**src/sv/ertc_pkg.sv**
```systemverilog
// Package for the epoch-seconds to RTC calendar converter.
// Holds the command and status types, register indexes and calendar helpers.
// Used by the controller, the datapath and the top level.
package ertc_pkg;

	localparam int unsigned DaysPlainYear = 28 + 30 * 4 + 31 * 7;
	// Each divide pass is two steps: a reciprocal multiply, then the remainder.
	localparam int unsigned DivSteps = 2;

	localparam int unsigned DATA_W = 32;
	localparam int unsigned CFG_IDX_W = 8;
	localparam int unsigned CFG_DATA_W = 18;
	localparam int unsigned RESULT_W = 48;
	localparam int unsigned DAYS_W = 16;
	localparam int unsigned CNT_W = $clog2(DivSteps);

	localparam logic [DAYS_W-1:0] DAYS_PLAIN = DAYS_W'(DaysPlainYear);
	localparam logic [CNT_W-1:0] CNT_LAST = CNT_W'(DivSteps - 1);

	// Rounded-up reciprocals, exact for every 32-bit dividend.
	localparam logic [DATA_W-1:0] RECIP_60 = 32'h8888_8889;
	localparam logic [DATA_W-1:0] RECIP_24 = 32'hAAAA_AAAB;
	localparam int unsigned SHIFT_60 = 37;
	localparam int unsigned SHIFT_24 = 36;

	localparam logic [CFG_IDX_W-1:0] REG_MINUTES_WEST = 8'd0;
	localparam logic [CFG_IDX_W-1:0] REG_CMOS_WALL = 8'd1;
	localparam logic [CFG_IDX_W-1:0] REG_KERNEL_ADJUST = 8'd2;
	localparam logic [CFG_IDX_W-1:0] REG_SETTING_DISABLED = 8'd3;

	localparam logic [1:0] PASS_SEC = 2'd0;
	localparam logic [1:0] PASS_MIN = 2'd1;
	localparam logic [1:0] PASS_HOUR = 2'd2;

	localparam logic [6:0] DIV_SEC = 7'd60;
	localparam logic [6:0] DIV_HOUR = 7'd24;

	// The first day of 1970 was a Thursday: (0 + 4) mod 7.
	localparam logic [2:0] WD_EPOCH = 3'd4;
	localparam logic [3:0] MONTH_LAST = 4'd11;

	typedef struct packed {
		logic       load;
		logic       div_step;
		logic       div_last;
		logic [1:0] pass;
		logic       year_step;
		logic       month_step;
		logic       out_load;
	} ertc_cmd_t;

	typedef struct packed {
		logic disabled;
		logic year_fit;
		logic month_fit;
	} ertc_stat_t;

	function automatic logic [4:0] month_len(input logic [3:0] m, input logic leap);
		logic [4:0] len;
		case (m)
			4'd1:                   len = leap ? 5'd29 : 5'd28;
			4'd3, 4'd5, 4'd8, 4'd10: len = 5'd30;
			default:                len = 5'd31;
		endcase
		return len;
	endfunction

	function automatic logic [2:0] mod7(input logic [5:0] v);
		logic [5:0] r;
		r = v;
		for (int i = 0; i < 5; i++) begin
			if (r >= 6'd7) begin
				r = r - 6'd7;
			end
		end
		return r[2:0];
	endfunction

	function automatic logic [7:0] to_bcd(input logic [6:0] v);
		logic [3:0] tens;
		logic [6:0] r;
		tens = 4'd0;
		for (int i = 1; i < 10; i++) begin
			if (v >= 7'(10 * i)) begin
				tens = 4'(i);
			end
		end
		r = v - ({3'b000, tens} << 3) - ({3'b000, tens} << 1);
		return {tens, r[3:0]};
	endfunction

endpackage

```
**src/sv/ertc_ctrl.sv**
```systemverilog
// Controller for the epoch-seconds to RTC calendar converter.
// Sequences the divide passes, the year walk and the month walk.
// Depends on ertc_pkg.
module ertc_ctrl
	import ertc_pkg::*;
(
	input  logic       clk,
	input  logic       arst_n,
	input  logic       s_tvalid,
	output logic       s_tready,
	output logic       m_tvalid,
	input  logic       m_tready,
	input  ertc_stat_t stat,
	output ertc_cmd_t  cmd
);

	typedef enum logic [1:0] {
		ST_IDLE,
		ST_DIV,
		ST_YEAR,
		ST_MONTH
	} state_t;

	state_t           state_q;
	logic [CNT_W-1:0] cnt_q;
	logic [1:0]       pass_q;
	logic             m_valid_q;

	assign s_tready = (state_q == ST_IDLE);
	assign m_tvalid = m_valid_q;

	always_comb begin
		cmd.load = s_tvalid && s_tready && !stat.disabled;
		cmd.div_step = (state_q == ST_DIV);
		cmd.div_last = (cnt_q == CNT_LAST);
		cmd.pass = pass_q;
		cmd.year_step = (state_q == ST_YEAR) && !stat.year_fit;
		cmd.month_step = (state_q == ST_MONTH) && !stat.month_fit;
		cmd.out_load = (state_q == ST_MONTH) && stat.month_fit && (!m_valid_q || m_tready);
	end

	always_ff @(posedge clk or negedge arst_n) begin
		if (!arst_n) begin
			state_q <= ST_IDLE;
			cnt_q <= '0;
			pass_q <= PASS_SEC;
			m_valid_q <= 1'b0;
		end else begin
			case (state_q)
				ST_IDLE: begin
					if (cmd.load) begin
						state_q <= ST_DIV;
						cnt_q <= '0;
						pass_q <= PASS_SEC;
					end
				end
				ST_DIV: begin
					cnt_q <= cnt_q + 1'b1;
					if (cmd.div_last) begin
						if (pass_q == PASS_HOUR) begin
							state_q <= ST_YEAR;
						end else begin
							pass_q <= pass_q + 1'b1;
						end
					end
				end
				ST_YEAR: begin
					if (stat.year_fit) begin
						state_q <= ST_MONTH;
					end
				end
				ST_MONTH: begin
					if (cmd.out_load) begin
						state_q <= ST_IDLE;
					end
				end
				default: begin
					state_q <= ST_IDLE;
				end
			endcase
			if (cmd.out_load) begin
				m_valid_q <= 1'b1;
			end else if (m_tready) begin
				m_valid_q <= 1'b0;
			end
		end
	end

endmodule

```
**src/sv/ertc_dp.sv**
```systemverilog
// Datapath for the epoch-seconds to RTC calendar converter.
// Holds the configuration registers, the reciprocal divider, the walks and the result register.
// Depends on ertc_pkg.
module ertc_dp
	import ertc_pkg::*;
(
	input  logic                  clk,
	input  logic                  arst_n,
	input  logic                  cfg_valid,
	input  logic [CFG_IDX_W-1:0]  cfg_index,
	input  logic [CFG_DATA_W-1:0] cfg_data,
	input  logic [DATA_W-1:0]     epoch_seconds,
	input  ertc_cmd_t             cmd,
	output ertc_stat_t            stat,
	output logic [RESULT_W-1:0]   result
);

	logic [10:0]       mw_q;
	logic              cmos_q;
	logic [17:0]       kadj_q;
	logic              dis_q;

	logic [DATA_W-1:0] div_q;
	logic [63:0]       prod_q;
	logic [5:0]        sec_q;
	logic [5:0]        min_q;
	logic [4:0]        hour_q;
	logic [DAYS_W-1:0] days_q;
	logic [7:0]        yoff_q;
	logic [3:0]        month_q;
	logic [2:0]        wd_q;
	logic [RESULT_W-1:0] result_q;

	logic [18:0]       mw_ext;
	logic [18:0]       offset;
	logic [DATA_W-1:0] tm;
	logic [6:0]        divisor;
	logic [DATA_W-1:0] recip;
	logic [DATA_W-1:0] quot;
	logic [7:0]        rem8;
	logic [5:0]        nrem;
	logic              leap;
	logic [DAYS_W-1:0] ylen;
	logic [4:0]        ml;
	logic [6:0]        yy;
	logic [6:0]        cent;
	logic [2:0]        weekday;
	logic [7:0]        year_b;
	logic [7:0]        cent_b;
	logic [7:0]        day_b;
	logic [7:0]        mon_b;
	logic [7:0]        hour_b;
	logic [7:0]        min_b;
	logic [7:0]        sec_b;

	always_ff @(posedge clk or negedge arst_n) begin
		if (!arst_n) begin
			mw_q <= '0;
			cmos_q <= 1'b0;
			kadj_q <= '0;
			dis_q <= 1'b0;
		end else if (cfg_valid) begin
			case (cfg_index)
				REG_MINUTES_WEST:     mw_q <= cfg_data[10:0];
				REG_CMOS_WALL:        cmos_q <= cfg_data[0];
				REG_KERNEL_ADJUST:    kadj_q <= cfg_data;
				REG_SETTING_DISABLED: dis_q <= cfg_data[0];
				default: begin
				end
			endcase
		end
	end

	always_comb begin
		mw_ext = {{8{mw_q[10]}}, mw_q};
		offset = (mw_ext << 6) - (mw_ext << 2) + (cmos_q ? {kadj_q[17], kadj_q} : 19'd0);
		tm = epoch_seconds - {{13{offset[18]}}, offset};

		divisor = (cmd.pass == PASS_HOUR) ? DIV_HOUR : DIV_SEC;
		recip = (cmd.pass == PASS_HOUR) ? RECIP_24 : RECIP_60;
		quot = (cmd.pass == PASS_HOUR) ? DATA_W'(prod_q >> SHIFT_24) :
			DATA_W'(prod_q >> SHIFT_60);
		// The remainder is below 64, so the low byte of the difference is exact.
		rem8 = div_q[7:0] - 8'(quot[7:0] * {1'b0, divisor});
		nrem = rem8[5:0];

		leap = (yoff_q[1:0] == 2'd2);
		ylen = DAYS_PLAIN + {{(DAYS_W-1){1'b0}}, leap};
		ml = month_len(month_q, leap);

		stat.disabled = dis_q;
		stat.year_fit = (days_q < ylen);
		stat.month_fit = (days_q < {{(DAYS_W-5){1'b0}}, ml}) || (month_q == MONTH_LAST);

		if (yoff_q < 8'd30) begin
			yy = 7'(yoff_q + 8'd70);
			cent = 7'd19;
		end else if (yoff_q < 8'd130) begin
			yy = 7'(yoff_q - 8'd30);
			cent = 7'd20;
		end else begin
			yy = 7'(yoff_q - 8'd130);
			cent = 7'd21;
		end
		year_b = to_bcd(yy);
		cent_b = to_bcd(cent);
		day_b = to_bcd(7'(days_q[4:0]) + 7'd1);
		mon_b = to_bcd({3'b000, month_q} + 7'd1);
		hour_b = to_bcd({2'b00, hour_q});
		min_b = to_bcd({1'b0, min_q});
		sec_b = to_bcd({1'b0, sec_q});
		weekday = mod7({3'b000, wd_q} + days_q[5:0]) + 3'd1;
	end

	always_ff @(posedge clk) begin
		if (cmd.load) begin
			div_q <= tm;
			yoff_q <= '0;
			month_q <= '0;
			wd_q <= WD_EPOCH;
		end
		if (cmd.div_step) begin
			if (cmd.div_last) begin
				div_q <= quot;
				case (cmd.pass)
					PASS_SEC: sec_q <= nrem;
					PASS_MIN: min_q <= nrem;
					PASS_HOUR: begin
						hour_q <= nrem[4:0];
						days_q <= quot[DAYS_W-1:0];
					end
					default: begin
					end
				endcase
			end else begin
				prod_q <= {32'd0, div_q} * {32'd0, recip};
			end
		end
		if (cmd.year_step) begin
			days_q <= days_q - ylen;
			yoff_q <= yoff_q + 8'd1;
			wd_q <= mod7({3'b000, wd_q} + (leap ? 6'd2 : 6'd1));
		end
		if (cmd.month_step) begin
			days_q <= days_q - {{(DAYS_W-5){1'b0}}, ml};
			month_q <= month_q + 4'd1;
			wd_q <= mod7({3'b000, wd_q} + {1'b0, ml});
		end
		if (cmd.out_load) begin
			result_q <= {
				day_b[5:0],
				mon_b[4:0],
				cent_b[5:0],
				year_b,
				weekday,
				hour_b[5:0],
				min_b[6:0],
				sec_b[6:0]
			};
		end
	end

	assign result = result_q;

endmodule

```
**src/sv/epoch_seconds_to_rtc_bcd.sv**
```systemverilog
// Converts a count of seconds since 1970-01-01 UTC, less the configured time zone offset,
// into BCD real-time-clock fields and a weekday (Sunday is 1). One request is worked on at a
// time: three divide passes by 60, 60 and 24 (each a reciprocal multiply and then a remainder
// step), a walk of one step per year from 1970 (up to 136) and a step to end that walk, one
// step per month walked (up to 11) and one to load the result, and a return to idle to take
// the next request. A finished result waits in an output register while the next request is
// taken; a further result is held back until that register is free. With setting_disabled
// set, requests are taken one per cycle and give no result. Every fourth year counts as a
// leap year, which holds through 2099.
module epoch_seconds_to_rtc_bcd
	import ertc_pkg::*;
(
	input  logic                  clk,
	input  logic                  arst_n,
	input  logic                  s_tvalid,
	output logic                  s_tready,
	// Bits from the lowest up: epoch_seconds[31:0].
	input  logic [DATA_W-1:0]     s_tdata,
	output logic                  m_tvalid,
	input  logic                  m_tready,
	// Bits from the lowest up: second_bcd[6:0], minute_bcd[13:7], hour_bcd[19:14],
	// weekday[22:20], year_bcd[30:23], century_bcd[36:31], month_bcd[41:37], day_bcd[47:42].
	output logic [RESULT_W-1:0]   m_tdata,
	input  logic                  cfg_valid,
	output logic                  cfg_ready,
	input  logic [CFG_IDX_W-1:0]  cfg_index,
	input  logic [CFG_DATA_W-1:0] cfg_data
);

	ertc_cmd_t  cmd;
	ertc_stat_t stat;

	assign cfg_ready = 1'b1;

	ertc_ctrl u_ctrl (
		.clk      (clk),
		.arst_n   (arst_n),
		.s_tvalid (s_tvalid),
		.s_tready (s_tready),
		.m_tvalid (m_tvalid),
		.m_tready (m_tready),
		.stat     (stat),
		.cmd      (cmd)
	);

	ertc_dp u_dp (
		.clk           (clk),
		.arst_n        (arst_n),
		.cfg_valid     (cfg_valid),
		.cfg_index     (cfg_index),
		.cfg_data      (cfg_data),
		.epoch_seconds (s_tdata),
		.cmd           (cmd),
		.stat          (stat),
		.result        (m_tdata)
	);

endmodule

```
**config.mk**
```make
export PLATFORM = sky130hd
export DESIGN_NAME = epoch_seconds_to_rtc_bcd
export DESIGN_NICKNAME = d
export VERILOG_FILES = /design/src/sv/ertc_pkg.sv /design/src/sv/ertc_ctrl.sv /design/src/sv/ertc_dp.sv /design/src/sv/epoch_seconds_to_rtc_bcd.sv
export SDC_FILE = /design/constraint.sdc
export NUM_CORES = 2
export LEC_CHECK = 0
export BUFFER_PORTS_ARGS = -buffer_cell sky130_fd_sc_hd__buf_4
export CAP_MARGIN = 0
export CORE_MARGIN = 2
export CORE_UTILIZATION = 59
export CTS_CLUSTER_SIZE = 8
export DETAILED_ROUTE_END_ITERATION = 10
export PLACE_DENSITY_LB_ADDON = 0.25
export SYNTH_ARGS = -nofsm -noshare
export SYNTH_HDL_FRONTEND = slang
export SYNTH_SLANG_ARGS = --single-unit
```
**constraint.sdc**
```tcl
create_clock -name clk -period 8.1 [get_ports clk]
set_clock_uncertainty 0.05 [all_clocks]
set_input_delay 0.405 -clock clk [delete_from_list [all_inputs] [get_ports clk]]
set_output_delay 0.405 -clock clk [all_outputs]
set_load 0.005 [all_outputs]
```
* Word level (Yosys, flattened, before mapping)
Index checks and enable logic that the tools add are counted.
** Storage, ports and cells
- Flip-flop bits (word level) :: 229
- Input bits :: 63
- Output and inout bits :: 51
- Word-level logic and storage cells :: 329
** Cells by class
- Add/subtract/negate cells :: 49
- Multipliers :: 2
- $lt $le $gt $ge :: 79
- Equality and inequality tests :: 21
- Mux-type cells :: 123
- Bitwise logic cells :: 1
- Reduce and logical (&&, ||, !) cells :: 36
** Operators with widths (number)
- 2-to-1 mux 3 bit :: 44
- 2-to-1 mux 6 bit :: 21
- 2-to-1 mux 32 bit :: 3
- greater-or-equal comparator 6 x 3 -> 1 bit, second input constant :: 15
- 2-to-1 mux 16 bit :: 5
- subtractor 6 x 3 -> 6 bit, second input constant :: 12
- multiplier 32 x 32 -> 64 bit :: 1
- greater-or-equal comparator 5 x 7 -> 1 bit, second input constant :: 9
- greater-or-equal comparator 6 x 7 -> 1 bit, second input constant :: 9
- subtractor 4 bit :: 14
- greater-or-equal comparator 6 bit, second input constant :: 9
- 2-to-1 mux 2 bit :: 23
- greater-or-equal comparator 5 x 6 -> 1 bit, second input constant :: 6
- greater-or-equal comparator 6 x 5 -> 1 bit, second input constant :: 6
- subtractor 32 bit :: 1
- greater-or-equal comparator 5 bit, second input constant :: 6
- 2-to-1 mux 30 bit :: 1
- 2-to-1 mux 28 bit :: 1
- greater-or-equal comparator 7 x 6 -> 1 bit, second input constant :: 3
- greater-or-equal comparator 7 bit, second input constant :: 3
- adder 19 bit :: 1
- 2-to-1 mux 19 bit :: 1
- greater-or-equal comparator 6 x 4 -> 1 bit, second input constant :: 3
- subtractor 17 x 13 -> 18 bit :: 1
- other kinds (56) :: 113

* Longest topological paths before layout
- Depth after elaboration :: 20
- Gate-level depth with buffers :: 35
- Mapped depth without buffers :: 32

* Hierarchy
A second synthesis with hierarchy kept.
** Unflattened totals
- Cell total of the unflattened synthesis :: 3224
- Area total of the unflattened synthesis :: 31819.3 um^2
** Modules (own cells, without submodules)
- ertc_dp :: instances 1, cells an instance 3179, area each 31353.8 um^2, seq. area each 5079.9 um^2
- ertc_ctrl :: instances 1, cells an instance 43, area each 454.2 um^2, seq. area each 150.1 um^2
- epoch_seconds_to_rtc_bcd :: instances 1, cells an instance 2, area each 11.3 um^2, seq. area each 0.0 um^2

* Worst setup path after synthesis
Ideal clock, no wire load.
- Kind :: reg-to-reg
- Start point :: register u_ctrl.pass_q[0]
- End point :: register u_dp.prod_q[59] (data pin)
- Setup time :: 258 ps
- Data arrival time :: 8270 ps
- Required time :: 7792 ps
- Setup slack :: -478 ps
- Stages on the path, launching flop included :: 33
- Path buffers :: 3
- Clock period less this slack :: 8578 ps
- Path through :: dfrtp_1 -> inv_1 -> ha_1 -> clkbuf_1 -> clkbuf_1 -> clkbuf_1 -> nand2_1 -> inv_1 -> ha_1 -> fa_1 -> inv_1 -> fa_1 -> inv_1 -> fa_1 -> fa_1 -> inv_1 -> fa_1 -> inv_1 -> fa_1 -> fa_1 -> ha_1 -> a21o_1 -> a21o_1 -> a21oi_1 -> o211ai_1 -> a21oi_1 -> nand2_1 -> a41oi_1 -> o21ai_1 -> a311o_1 -> a221o_1 -> a21oi_1 -> xnor2_1
** On the way
- Word-level cells in the longest chain between the ends :: 3
** Ends and longest elaborated chain
- start, declared :: line ertc_ctrl.sv:26 : logic [1:0] pass_q;
- start signal, assigned :: line ertc_ctrl.sv:63 : pass_q <= pass_q + 1'b1;
- == test 2 bit :: line ertc_dp.sv:80 : recip = (cmd.pass == PASS_HOUR) ? RECIP_24 : RECIP_60;
- 2-to-1 mux 30 bit :: line ertc_dp.sv:80
- multiplier 32 x 32 -> 64 bit :: line ertc_dp.sv:136 : prod_q <= {32'd0, div_q} * {32'd0, recip};
- end signal, assigned :: line ertc_dp.sv:136
- end, declared :: line ertc_dp.sv:24 : logic [63:0] prod_q;
No other way between the ends.
A chain may end at the register's enable or synchronous reset.

* Worst setup path in the final report
Ends and elaborated chain as after synthesis.

==> metrics.md <==
| Metric | Value |
|---|---|
| First-pass GRT wire length | `around 150000 um` |
| Worst-path clk slew | `70 ps` |
| Synth cell types | `97` |
| Fill cell count | `approximately 4300` |
| Final worst setup slack | `-10.7 ps` |
| Initial antenna violation count | `0` |
| ANT cells | `0` |
| GP Congestion | `1.02` |
| Slowest CP cell | `fa_1` |
| XOR/XNOR Fraction of Synth Area | `0.0411` |
| Via count | `24700` |
| Post-DRT Antenna Nets | `0` |
| CP Launch Type | `register` |
| Element type at the critical path end | `register` |
| Rows | `85` |
| Largest family of logic cells by synthesized area | `adder cells` |
| Most common cell on crit path | `fa_1` |
| Slew @ Worst Pin | `1140 ps` |
| Reg2reg end | `u_dp.prod_q[59]` |
| Cell Area, Synth | `between 30000 and 40000 um^2` |
| Max-cap violation count | `0` |
| Max stage delay on crit path | `around 540 ps` |
| Synth Flop Type | `edfxtp_1` |
| CTS Root Buffer Type | `clkbuf_16` |
| Share of layout cells above drive strength 1 | `0.148` |
| Die area | `56000 um^2` |
| Nets | `4588` |
| Gr ovfl total | `0` |
| TritonCTS clock tree | `built` |
| RSZ-0062 raised after global routing | `yes` |
| Max_slew headroom | `0.238` |
| Commonest non-fill, non-tap cells in the layout | `703 x inv_1, 517 x ha_1, 406 x fa_1, 320 x buf_4, 160 x nand2_1` |
| Critical Path Stages | `31` |
| Synth area leader | `fa_1` |
| Syn Area/Cell | `9.75 um^2` |
| Total wire length | `approximately 94000 um` |
| Final min period | `8110 ps` |
| Die width | `~240 um` |
| Wirelength per Cell | `22.0 um` |
| Simple-gate area share of the yosys netlist | `0.0873` |
| Post-Synth Adder-Cell Area | `0.476` |
| Critical R2R Launch | `u_ctrl.pass_q[0]` |
| Cells after Synth | `3278` |
| Crit share post-route | `1.00` |
| Initial core utilization | `0.595` |
| Chip height | `237 um` |
| Yosys top cell area share | `0.266` |
| Post-route DRC | `0` |
| Vias per Instance | `5.77` |
| Finish-stage setup viols | `1` |
| Critical path required time | `8270 ps` |
| Synth top area cells | `fa_1 27%, ha_1 21%, edfxtp_1 11%` |
| Largest delay share family, worst path | `adder cells` |
| Crit-path max FO | `8` |
| Top achievable clock speed | `123 MHz` |
| Post-synthesis compound-gate area fraction | `0.114` |
| Reg2reg path depth | `31` |
| Worst skew pair latency | `470 ps` |
| P&R area growth vs syn | `13.3%` |
| HP Class | `primary input to register` |
| Buf+Inv Stages, Crit Path | `9` |
| Largest net degree at the start of global routing | `47` |
| Number of global-route vias before repair | `25800` |
| Clock sinks | `191` |
| Failing checks | `setup timing` |
| EDFF count, synth | `122` |
| Final Max Tran Viols | `0` |
| WS Path Type | `register to register` |
| Flop-to-flop setup slack | `-10 ps` |
| Clock Tree Buf Depth | `2` |
| Crit path from | `u_ctrl.pass_q[0]` |
| Critical path endpoint | `u_dp.prod_q[59]` |
| GRT Total Usage | `0.345` |
| Placeable Area | `53700 um^2` |
| Drt first pass iters | `6` |
| Num CTS Buffers | `17` |
| Register area share after synthesis | `0.164` |
| CP Data Arrival Time | `8280 ps` |
| Yosys warnings | `0` |
| Final Hold Fails | `0` |
| # IOs | `114` |
| I/O Buffers | `111` |
| Outcome | `finished, violations left` |
| Initial DRC count | `1608` |
| CTS H-tree lvls | `4` |
| #FFs+latches synth | `191` |
| HPWL after detailed placement | `82600 um` |
| Most common cell after layout, fill and taps aside | `inv_1` |
| Asr flop ratio synth | `0.194` |
| Multiplexer area fraction after synthesis | `0.0257` |
| Hold slack | `116 ps` |
==> sequential cells by signal, summed over array words and instances, names as in the netlist, 2 cells and up <==
signal / cells
u_ctrl.pass_q: 2
u_ctrl.state_q: 2
u_dp.days_q: 16
u_dp.div_q: 32
u_dp.hour_q: 5
u_dp.kadj_q: 18
u_dp.min_q: 6
u_dp.month_q: 4
u_dp.mw_q: 11
u_dp.prod_q: 28
u_dp.result: 46
u_dp.sec_q: 6
u_dp.wd_q: 3
u_dp.yoff_q: 8
==> worst min-delay path, stage by stage <==
cell	delay, ps
buf_4	90
nand2_1	40
o21ai_0	60
==> per-layer routing <==
| layer | vias up | wire [um] | track usage |
|---|---|---|---|
| met5 | - | 0 | 0 |
| li1 | 11400 | - | - |
| met1 | 12300 | 39900 | 0.459 |
| met4 | 0 | 3970 | 0.121 |
| met3 | 168 | 5670 | 0.0553 |
| met2 | 758 | 44600 | 0.573 |
==> worst min path at each step <==
stage                            start  cells past startpoint              end
after detailed placement        arst_n                      1  u_ctrl.m_tvalid
after global routing       cfg_data[7]                      3     u_dp.mw_q[7]
after floorplan                 arst_n                      0     u_ctrl.cnt_q
after global placement          arst_n                      1  u_ctrl.m_tvalid
after CTS                 cfg_data[10]                      3    u_dp.mw_q[10]
final                     cfg_data[10]                      3    u_dp.mw_q[10]
==> repair_timing <==
action                                 CTS  global route
setup endpoints to repair               10            22
gates cloned                             0             0
buffers inserted                         5            10
hold buffers                             1             0
gates resized for setup                 27            97
pin swaps                               11            75
endpoints found under the hold margin   37             0
==> stage by stage <==
step	setup slack [ps]	cell area, um^2	utilization	cells	TNS [ps]
floorplan	58.9	32000	-	3279	0
global placement	-82.5	34900	0.651	4227	-139
detailed placement	-154	34900	0.651	4227	-735
CTS	-2.44	35700	0.665	4265	-2.44
global route	-190	36200	0.674	4274	-987
finish	-10.7	36200	0.674	4274	-10.7
==> cell type report <==
class,count,area (um^2),share of cell area
Inverter,712,2680,0.0739
Multi-Input combinational cell,2314,24300,0.672
Timing Repair Buffer,329,2510,0.0695
Clock inverter,12,146,0.00404
Tap cell,696,871,0.0241
Sequential cell,191,5230,0.144
Clock buffer,20,447,0.0123
==> cell usage after synthesis (all sizes together) (31+ instances only) <==
| cell | number |
|---|---|
| xnor2 | 101 |
| nor2 | 143 |
| a21oi | 155 |
| dfrtp | 37 |
| dfxtp | 32 |
| nand3 | 39 |
| fa | 424 |
| nor3 | 31 |
| xor2 | 48 |
| inv | 712 |
| ha | 536 |
| edfxtp | 122 |
| nand2 | 164 |
| nor2b | 42 |
| mux2 | 37 |
| mux2i | 40 |
| a21o | 64 |
| o21ai | 113 |
| clkbuf | 47 |
==> cell families after synthesis <==
| logic type | after synthesis |
|---|---|
| AO/OA/AOI/OAI | 555 |
| multiplexers | 77 |
| XOR/XNOR | 149 |
| buffers and inverters | 774 |
| adder cells (fa/ha/maj) | 962 |
| AND/OR/NAND/NOR | 568 |
| other | 2 |
| flip-flops | 191 |
Power is left out: the tool's default activity adds up to more than one toggle a clock period on the data nets, which glitch-free logic cannot reach.
